[src/rtl/core/hmr_pkg.sv]
// Package for the HID message reassembler: report layout positions and the
// result record type. No dependencies.
`default_nettype none

package hmr_pkg;

  // Report layout: channel id bytes, then command or sequence, then length.
  localparam logic [6:0] ID_BYTES         = 7'd4;
  localparam logic [6:0] CMD_POS          = 7'd4;
  localparam logic [6:0] LEN_HI_POS       = 7'd5;
  localparam logic [6:0] LEN_LO_POS       = 7'd6;
  localparam logic [6:0] INIT_PAY_START   = 7'd7;
  localparam logic [6:0] CONT_PAY_START   = 7'd5;
  localparam logic [6:0] MIN_REPORT_BYTES = 7'd8;
  localparam logic [6:0] RESET_REPORT     = 7'd64;

  // One result record as held in the output register.
  typedef struct packed {
    logic [7:0]  payload_byte;
    logic [12:0] byte_offset;
    logic        byte_valid;
    logic        msg_done;
    logic [15:0] msg_length;
    logic [31:0] channel_id;
    logic [7:0]  command;
    logic        oversize;
  } hmr_result_t;

endpackage

`default_nettype wire

[src/rtl/core/hid_message_reassembler.sv]
// HID message reassembler top level: takes report bytes, emits payload bytes
// with offsets and message completions. Depends on hmr_pkg.
`default_nettype none

// Channel   Direction  Handshake          Payload
// in_       input      in_valid/in_stall  in_rx_byte
// out_      output     out_valid/out_stall payload byte, offset, completion info
// cfg_      input      cfg_we             cfg_wdata (report size in bytes)
//
// A new byte can be accepted every cycle while the input is not stalled.
// The result appears in the output register on the cycle after acceptance.
// Input stalls only while the output register holds a result that is stalled.
// Reset is synchronous, active low, and clears all reassembly state.
// The report size resets to 64 bytes.

module hid_message_reassembler #(
  parameter int MAX_MESSAGE = 8192,
  parameter int MAX_REPORT  = 64
) (
  input  wire logic        clk,
  input  wire logic        rst_n,
  input  wire logic        in_valid,
  output logic             in_stall,
  input  wire logic [7:0]  in_rx_byte,
  output logic             out_valid,
  input  wire logic        out_stall,
  output logic [7:0]       out_payload_byte,
  output logic [12:0]      out_byte_offset,
  output logic             out_byte_valid,
  output logic             out_msg_done,
  output logic [15:0]      out_msg_length,
  output logic [31:0]      out_channel_id,
  output logic [7:0]       out_command,
  output logic             out_oversize,
  input  wire logic        cfg_we,
  input  wire logic [6:0]  cfg_wdata
);
  import hmr_pkg::*;

  localparam logic [16:0] MaxMsg = 17'(MAX_MESSAGE);
  localparam logic [6:0]  MaxRep = 7'(MAX_REPORT);

  logic [6:0]  report_bytes_r;
  logic [6:0]  report_index_r, report_index_nxt;
  logic [31:0] id_shift_r, id_shift_nxt;
  logic        is_init_r, is_init_nxt;
  logic [7:0]  len_high_r, len_high_nxt;
  logic [15:0] msg_len_r, msg_len_nxt;
  logic [15:0] rcvd_r, rcvd_nxt;
  logic        open_r, open_nxt;
  logic [31:0] held_chan_r, held_chan_nxt;
  logic [7:0]  held_cmd_r, held_cmd_nxt;
  logic        out_valid_r, out_valid_nxt;
  hmr_result_t out_r, out_nxt;

  logic        in_acc;
  logic [6:0]  rep_eff;
  logic        last_byte;
  logic [6:0]  first_pay;
  logic        emit_byte;
  logic [12:0] emit_off;
  logic        done_c;

  // Input is held off only while a finished result waits on a stalled output.
  assign in_stall = out_valid_r & out_stall;
  assign in_acc   = in_valid & ~in_stall;

  // Effective report size, clamped to the supported range.
  always_comb begin
    rep_eff = report_bytes_r;
    if (rep_eff < MIN_REPORT_BYTES) rep_eff = MIN_REPORT_BYTES;
    if (rep_eff > MaxRep) rep_eff = MaxRep;
    last_byte = report_index_r >= (rep_eff - 7'd1);
  end

  // Per-byte parse: header fields, payload counting and completion.
  always_comb begin
    report_index_nxt = report_index_r;
    id_shift_nxt     = id_shift_r;
    is_init_nxt      = is_init_r;
    len_high_nxt     = len_high_r;
    msg_len_nxt      = msg_len_r;
    rcvd_nxt         = rcvd_r;
    open_nxt         = open_r;
    held_chan_nxt    = held_chan_r;
    held_cmd_nxt     = held_cmd_r;
    first_pay        = CONT_PAY_START;
    emit_byte        = 1'b0;
    emit_off         = '0;
    done_c           = 1'b0;
    if (in_acc) begin
      if (report_index_r < ID_BYTES) begin
        id_shift_nxt = {id_shift_r[23:0], in_rx_byte};
      end else if (report_index_r == CMD_POS) begin
        is_init_nxt = in_rx_byte[7];
        if (in_rx_byte[7]) begin
          held_chan_nxt = id_shift_r;
          held_cmd_nxt  = in_rx_byte;
          open_nxt      = 1'b0;
          rcvd_nxt      = '0;
        end
      end else if (report_index_r == LEN_HI_POS && is_init_r) begin
        len_high_nxt = in_rx_byte;
      end else if (report_index_r == LEN_LO_POS && is_init_r) begin
        msg_len_nxt = {len_high_r, in_rx_byte};
        rcvd_nxt    = '0;
        open_nxt    = 1'b1;
      end

      // Payload bytes count while the open message still owes bytes.
      first_pay = is_init_nxt ? INIT_PAY_START : CONT_PAY_START;
      if (report_index_r >= first_pay && open_nxt && rcvd_nxt < msg_len_nxt) begin
        emit_byte = {1'b0, rcvd_nxt} < MaxMsg;
        emit_off  = rcvd_nxt[12:0];
        rcvd_nxt  = rcvd_nxt + 16'd1;
      end

      // At report end, close a message whose bytes have all arrived.
      if (last_byte) begin
        if (open_nxt && rcvd_nxt == msg_len_nxt) begin
          done_c   = 1'b1;
          open_nxt = 1'b0;
        end
        report_index_nxt = '0;
      end else begin
        report_index_nxt = report_index_r + 7'd1;
      end
    end
  end

  // Result register: load on a producing byte, drain when taken.
  always_comb begin
    out_valid_nxt = out_valid_r;
    out_nxt       = out_r;
    if (in_acc && (emit_byte || done_c)) begin
      out_valid_nxt        = 1'b1;
      out_nxt.payload_byte = emit_byte ? in_rx_byte : 8'd0;
      out_nxt.byte_offset  = emit_byte ? emit_off : 13'd0;
      out_nxt.byte_valid   = emit_byte;
      out_nxt.msg_done     = done_c;
      out_nxt.msg_length   = done_c ? msg_len_nxt : 16'd0;
      out_nxt.channel_id   = done_c ? held_chan_nxt : 32'd0;
      out_nxt.command      = done_c ? held_cmd_nxt : 8'd0;
      out_nxt.oversize     = done_c && ({1'b0, msg_len_nxt} > MaxMsg);
    end else if (out_valid_r && !out_stall) begin
      out_valid_nxt = 1'b0;
    end
  end

  // Control and reassembly state.
  always_ff @(posedge clk) begin
    if (!rst_n) begin
      report_bytes_r <= RESET_REPORT;
      report_index_r <= '0;
      id_shift_r     <= '0;
      is_init_r      <= 1'b0;
      len_high_r     <= '0;
      msg_len_r      <= '0;
      rcvd_r         <= '0;
      open_r         <= 1'b0;
      held_chan_r    <= '0;
      held_cmd_r     <= '0;
      out_valid_r    <= 1'b0;
    end else begin
      if (cfg_we) report_bytes_r <= cfg_wdata;
      report_index_r <= report_index_nxt;
      id_shift_r     <= id_shift_nxt;
      is_init_r      <= is_init_nxt;
      len_high_r     <= len_high_nxt;
      msg_len_r      <= msg_len_nxt;
      rcvd_r         <= rcvd_nxt;
      open_r         <= open_nxt;
      held_chan_r    <= held_chan_nxt;
      held_cmd_r     <= held_cmd_nxt;
      out_valid_r    <= out_valid_nxt;
    end
  end

  // Result payload needs no reset.
  always_ff @(posedge clk) begin
    out_r <= out_nxt;
  end

  assign out_valid        = out_valid_r;
  assign out_payload_byte = out_r.payload_byte;
  assign out_byte_offset  = out_r.byte_offset;
  assign out_byte_valid   = out_r.byte_valid;
  assign out_msg_done     = out_r.msg_done;
  assign out_msg_length   = out_r.msg_length;
  assign out_channel_id   = out_r.channel_id;
  assign out_command      = out_r.command;
  assign out_oversize     = out_r.oversize;

  // A completion always closes the message.
  a_done_closes: assert property (@(posedge clk) disable iff (!rst_n)
    (in_acc && done_c) |=> !open_r)
    else $error("message still open after completion");

  // A held result always carries a byte or a completion.
  a_result_nonempty: assert property (@(posedge clk) disable iff (!rst_n)
    out_valid_r |-> (out_r.byte_valid || out_r.msg_done))
    else $error("empty result held in output register");

  // The byte position never runs past the largest report.
  a_index_bound: assert property (@(posedge clk) disable iff (!rst_n)
    report_index_r < MaxRep)
    else $error("report index out of range");

  // A stalled result is never overwritten by a new request.
  a_no_overwrite: assert property (@(posedge clk) disable iff (!rst_n)
    (out_valid_r && out_stall) |=> ($stable(out_r) && out_valid_r))
    else $error("stalled result changed");

endmodule

`default_nettype wire

[config.mk]
export PLATFORM = sky130hd
export DESIGN_NAME = hid_message_reassembler
export DESIGN_NICKNAME = d
export VERILOG_FILES = /design/src/rtl/core/hmr_pkg.sv /design/src/rtl/core/hid_message_reassembler.sv
export SDC_FILE = /design/constraint.sdc
export NUM_CORES = 1
export LEC_CHECK = 0
export ABC_AREA = 1
export BUFFER_PORTS_ARGS = -buffer_cell sky130_fd_sc_hd__clkbuf_2
export CAP_MARGIN = 20
export CORE_MARGIN = 4
export CORE_UTILIZATION = 50
export DETAILED_ROUTE_END_ITERATION = 16
export PLACE_DENSITY = 0.73
export SLEW_MARGIN = 5
export SYNTH_ARGS = -nofsm -noshare
export SYNTH_HDL_FRONTEND = slang
export SYNTH_SLANG_ARGS = --single-unit
[constraint.sdc]
create_clock -name clk -period 5.8 [get_ports clk]
set_input_delay 0.58 -clock clk [delete_from_list [all_inputs] [get_ports clk]]
set_output_delay 0.58 -clock clk [all_outputs]
set_load 0.1 [all_outputs]
==> impl_results.md, run 1 <==
- CP delay by family, top: simple AND/OR/NAND/NOR gates
- Starting Density: 0.512
- Die Y: ~150 um
- Final wirelength: 23600 um
- Tmin final: a little over 5 ns
- Fin. Hold Viols: 0
- Placed cells: 1517
- First-pass GRT wire length: 37900 um
- Yosys warning count: 0
- Most common cell on crit path: nand2_1
- Worst-path clk slew: 0.06 ns
- CTS HTree Levels: 1
- Worst path max stage delay: 0.42 ns
- DR vias: 7935
- Worst-Margin Slew: 0.736 ns
- Final Setup Violations: 0
- Chip width: 147 um
- Buffers & Inverters on Critical Path: 6
- Final Cycle Share: 0.883
- Crit start category: flop
- Slew Limit Fails: 0
- Number of diodes: 0
- Clock sinks: 209
- FILL cells: 1673
- CTS Buf Count: 22
- DRC violations left: 0
- Number of max-cap violations: 0
- Crit end category: flop
- Reg2reg setup slack: 0.68 ns
- Sequential-to-total area share from yosys stat: 0.517
- Die area: around 0.022 sq mm
- TritonRoute pass-1 iters: 7
- Vias per inst: 5.10
- Clock Tree Buf Depth: 3
- Post-synthesis cell area: 0.00964 sq mm
- Routability cong.: approximately 0.95
- TNS Setup: 0 ns
- RSZ-0062 raised after global routing: false
- VDD IR max: 0.206 mV
- Antenna violations before repair: 0
- Min-delay worst type: in2reg
- GRT Total Usage: 0.214
- DR iter-0 viols: 531
- Yosys cell types: 37
- Fmax: a little under 0.2 GHz
- Total gr overflow: 0
- Rows: 50
- Hold-fix buffers, CTS: 0
- PortBufs: 101
- Clock skew: 0.0119 ns
- DPL Wire Length: around 16000 um
- WL/cell: roughly 15 um
- Layout cells sized above 1: 0.158
- Worst EP arrival: 5.33 ns
- Core area: roughly 0.019 sq mm
- Post-Layout Cell Count: 1557
- Synth-to-layout area growth: 16.4%
- Leakage: 0.00455 uW
- Post-layout nets: between 1000 and 1500
- Syn_nets: around 1200
- CP Max Fanout: 32
- Largest net degree at the start of global routing: 80
- Status: finished, final reports clean
- Average size of a mapped cell: approximately 8.1 sq um
- CTS tree: yes
- Setup CP Type: reg2reg
- Cells after synthesis: roughly 1200
- WP data required: 6.00 ns
- Antenna Violating Nets Remaining: 0
- IO Count: 102
- Post-CTS Setup Repair Bufs: 0
- Seq cells post-synth: roughly 210
- Root Driver: clkbuf_16
- Vias in the first global route: 7577
- Power Density: 293 mW/mm^2
- Critical-path top delay cell: dfxtp_1
- Relative slew margins: 0.507
- Post_cts resized: 0
- Clk_lat worst skew: 0.51 ns
-- layer usage --
metal	track usage	vias to the layer above	wire length (um)
li1	-	4009	-
met1	0.287	3606	10600
met2	0.355	259	10900
met3	0.0284	61	1310
met4	0.0795	0	862
met5	0	-	0
-- synthesized netlist by cell type, drive strengths merged --
master | count | share of area
or3 | 1 | 0.00065
nor2 | 207 | 0.090
ha | 29 | 0.038
nand3 | 61 | 0.032
o21a | 1 | 0.00078
xnor2 | 3 | 0.0027
xor2 | 20 | 0.018
and2 | 1 | 0.00065
nand2 | 188 | 0.075
nor4 | 4 | 0.0042
clkbuf | 42 | 0.016
buf | 9 | 0.0074
clkinv | 3 | 0.0012
dfxtp | 129 | 0.27
nor3 | 9 | 0.0052
inv | 175 | 0.068
o211ai | 3 | 0.0023
nand4 | 9 | 0.0058
a211oi | 10 | 0.0078
nand3b | 2 | 0.0016
edfxtp | 80 | 0.25
a21oi | 68 | 0.035
o21ai | 128 | 0.067
mux2i | 2 | 0.0021
o211a | 1 | 0.0010
-- worst reg2reg max path: stages (launching register included) --
cell	delay, ns
dfxtp_1	0.42
inv_1	0.15
ha_1	0.22
nand3_1	0.12
nor2_4	0.07
nor2_2	0.17
nand2_4	0.22
nand2_4	0.33
inv_2	0.07
nand2_1	0.10
inv_1	0.09
ha_1	0.30
nand2_1	0.06
inv_1	0.06
nand3_1	0.10
nor2_1	0.19
nand2_2	0.24
nand2_2	0.37
inv_2	0.13
nand2_1	0.08
nand2_1	0.11
xnor2_1	0.21
nand2_1	0.07
nor2_1	0.13
nand3_1	0.16
nand2_4	0.37
buf_12	0.26
-- power breakdown --
part	internal, uW	switching (uW)
combinational	83.2	177
sequential	1550	19.5
clock	889	576
total	2520	772
-- registers in the layout, indices dropped and copies added (netlist names) --
name              flops
out_oversize          1
held_chan_r          32
out_command           8
msg_len_r            16
out_byte_offset      13
len_high_r            8
out_valid             1
open_r                1
is_init_r             1
report_index_r        7
held_cmd_r            8
out_msg_done          1
out_byte_valid        1
out_channel_id       32
out_payload_byte      8
report_bytes_r        7
rcvd_r               16
id_shift_r           32
out_msg_length       16
-- cells in the final DEF (no fill, tap or decap), types with 9 or more instances in the layout --
master     Yosys  layout
nand2_1      184     183
nor2_1       176     176
inv_1        172     172
dfxtp_1      129     129
o21ai_0      127     127
clkbuf_2       0     101
edfxtp_1      80      80
a21oi_1       68      68
nand3_1       60      59
nor2_2        29      29
ha_1          29      29
clkbuf_16      0      23
xor2_1        20      20
buf_4          1      20
a211oi_1      10      10
nand4_1        9       9
-- cell type report --
type	count	area (sq um)	area share
Inverter	178	668	0.0596
Multi-Input combinational cell	747	3780	0.337
Tap cell	260	325	0.0290
Clock buffer	28	614	0.0548
Clock inverter	12	151	0.0135
Timing Repair Buffer	123	696	0.0620
Sequential cell	209	4980	0.444
-- worst paths after layout --
path,cells after the start,to,from
min,3,report_bytes_r[6],cfg_wdata[6]
max reg2reg,26,out_channel_id[0],report_index_r[0]
max,26,out_channel_id[0],report_index_r[0]
min reg2reg,2,id_shift_r[25],id_shift_r[25]
-- cells by family after synthesis --
group	synth area share
fa+ha+maj	0.0376
xor+xnor	0.0209
flops	0.517
simple gates	0.215
mux	0.00208
buf+inv	0.0931
compound gates	0.114
-- per-stage QoR --
| step | power [uW] | setup slack, ns | util | hold slack [ns] | instance area, sq um |
|---|---|---|---|---|---|
| after floorplan | 1770 | 0.652 | - | 0.425 | 9640 |
| after global placement | 1850 | 0.794 | 0.555 | 0.438 | 10500 |
| after detailed placement | 1850 | 0.788 | 0.555 | 0.443 | 10500 |
| after CTS | 3320 | 0.739 | 0.596 | 0.279 | 11200 |
| after global routing | 3410 | 0.218 | 0.596 | 0.300 | 11200 |
| final | 3290 | 0.676 | 0.596 | 0.292 | 11200 |
No activity file was read; power rests on OpenSTA's default activity.
==> run 2, diff against run 1 <==
--- a/config.mk
+++ b/config.mk
@@ -8,10 +8,13 @@
 export ABC_AREA = 1
 export BUFFER_PORTS_ARGS = -buffer_cell sky130_fd_sc_hd__clkbuf_2
 export CAP_MARGIN = 20
+export CELL_PAD_IN_SITES_DETAIL_PLACEMENT = 1
+export CELL_PAD_IN_SITES_GLOBAL_PLACEMENT = 2
 export CORE_MARGIN = 4
-export CORE_UTILIZATION = 50
+export CORE_UTILIZATION = 32
 export DETAILED_ROUTE_END_ITERATION = 16
-export PLACE_DENSITY = 0.73
+export PLACE_DENSITY = 0.77
+export REMOVE_ABC_BUFFERS = 1
 export SLEW_MARGIN = 5
 export SYNTH_ARGS = -nofsm -noshare
 export SYNTH_HDL_FRONTEND = slang
==> run 2 against run 1 <==
  * Utilization down 21 points
  * Sequential share of layout area fell by 1.3 points
  * Sequential cell count unchanged
  * Via count about the same
  * Final area is 3.1% higher
  * Setup slack better by 0.079 ns
  * Clock skew grew 0.0045 ns
  * Count of clock-buffer cells in the layout grew 8
  * Combinational power rose by 3%
  * Register-to-register slack better by 0.08 ns
  * Wire length is 16% higher
  * Global-route usage fell by 4.7 points
==> impl_results.md, run 2 (synthesis gave the netlist of run 1 again) <==
- Status: finished, final reports clean
- Fin. Hold Viols: 0
- Min-delay worst type: in2reg
- Crit end category: flop
- Critical-path top delay cell: nor4_4
- Leakage: about 0.0046 uW
- CP Max Fanout: 32
- VDD IR max: 0.220 mV
- DR vias: 7941
- Top sig layer: met4
- Antenna Violating Nets Remaining: 0
- Comb power frac: 0.078
- Final Cycle Share: 0.870
- Number of max-cap violations: 0
- Routability cong.: 0.856
- Commonest non-fill, non-tap cells in the layout: 182 x nand2_1, 176 x nor2_1, 172 x inv_1, 129 x dfxtp_1, 127 x o21ai_0
- WL met1: between 10000 and 15000 um
- Tmin final: 5.04 ns
- Post-CTS Setup Repair Bufs: 0
- Clock Tree Buf Depth: 3
- Die area: 0.0330 sq mm
- Total gr overflow: 0
- Rows: 63
- Setup WS post-layout: 0.755 ns
- WL/cell: roughly 16 um
- Clock skew: roughly 0.016 ns
- Fmax: ~0.2 GHz
- CTS Buf Count: 25
- Slew Limit Fails: 0
- Clk_lat worst skew: around 0.54 ns
- Synth-to-layout area growth: 20.0%
- PortBufs: 101
- Worst EP arrival: between 5 and 6 ns
- CTS HTree Levels: 1
- Total power: approximately 3500 uW
- Worst-Margin Slew: between 0.9 and 1 ns
- First-pass GRT wire length: between 40000 and 50000 um
- Final wirelength: roughly 27000 um
- Switching power: between 800 and 900 uW
- Final Setup Violations: 0
- Sequential share of power: 0.453
- TNS Setup: 0 ns
- Number of diodes: 0
- DRC violations left: 0
- Dpl ws: between 0.7 and 0.8 ns
- Share of total power in the clock network: 0.469
- DR iter-0 viols: between 400 and 500
- Sw frac: 0.240
- Power Density: about 300 mW/mm^2
- Root Driver: clkbuf_16
- WHS: 0.277 ns
- Worst path max stage delay: 0.39 ns
- Die Y: 182 um
- Relative slew margins: 0.359
- TritonRoute pass-1 iters: 5
- Antenna violations before repair: 0
- WP data required: 6.03 ns
- Hold-fix buffers, CTS: 0
- Crit start category: flop
- Most common cell on crit path: nand2_1
- Reg2reg setup slack: 0.76 ns
- IO Count: slightly above 100
- Setup CP Type: reg2reg
- Post_cts resized: 0
- Chip width: 182 um
- Vias in the first global route: about 8300
- Worst-path clk slew: about 0.060 ns
- Post-Layout Cell Count: 1699
- Vias per inst: roughly 4.7
- Placed cells: 1652
- Core area: a little under 0.03 sq mm
- Clock sinks: 209
- Internal Power: 2630 uW
- GRT Total Usage: 0.167
- Largest net degree at the start of global routing: 80
- Layout cells sized above 1: 0.164
- RSZ-0062 raised after global routing: false
- Most common cell after layout, fill and taps aside: nand2_1
- Starting Density: 0.324
- DR WL met2: 12500 um
- DPL Wire Length: just under 20000 um
- Post-layout nets: 1339
- CTS tree: yes
- Met3 WL: between 1000 and 1500 um
==> run 2: cell count changes in the layout (fill, tap and decap cells not counted), moves of 2 or more <==
cell,change
inv_4,-2
clkbuf_16,+2
clkbuf_1,+3
buf_4,+3
clkbuf_8,+3
buf_12,+3
==> run 2: power groups by stage <==
stage | logic, uW | clock network [uW] | registers (uW)
after global routing | 311 | 1730 | 1570
after CTS | 272 | 1670 | 1570
after global placement | 266 | 0 | 1600
after floorplan | 175 | 0 | 1590
after detailed placement | 270 | 0 | 1600
final | 269 | 1620 | 1570
==> run 2: path summary, 6_finish.rpt <==
path / cells past startpoint / from / to
min: 3 / cfg_wdata[6] / report_bytes_r[6]
min reg2reg: 2 / id_shift_r[28] / id_shift_r[28]
max: 25 / report_index_r[0] / out_byte_offset[5]
max reg2reg: 25 / report_index_r[0] / out_byte_offset[5]
==> run 2: through the flow <==
step                      cell area (sq um)   util
after global routing                  11600  0.389
after global placement                10700  0.360
after detailed placement              10700  0.360
after CTS                             11500  0.389
after floorplan                        9410      -
final                                 11600  0.389
==> run 2: area by class of cell <==
type                    instances  area [sq um]
clock buffers                  36           717
clock inverters                10           141
fillers                      3581         18200
inverters                     178           668
multi-input cells             747          3790
flip-flops and latches        209          4980
well taps                     390           488
repair buffers                129           778
==> run 2: routing by layer <==
metal | global-route usage | up-vias
met5 | 0 | -
met4 | 0.0420 | 0
met3 | 0.0270 | 38
met2 | 0.275 | 138
met1 | 0.229 | 3750
li1 | - | 4015
==> run 2: worst max-delay path: cells and delay by family, from the launching register on <==
family,cells,cell delay [ns]
compound gates,2,0.23
fa+ha+maj,2,0.48
simple gates,18,3.05
flops,1,0.35
buf+inv,3,0.58
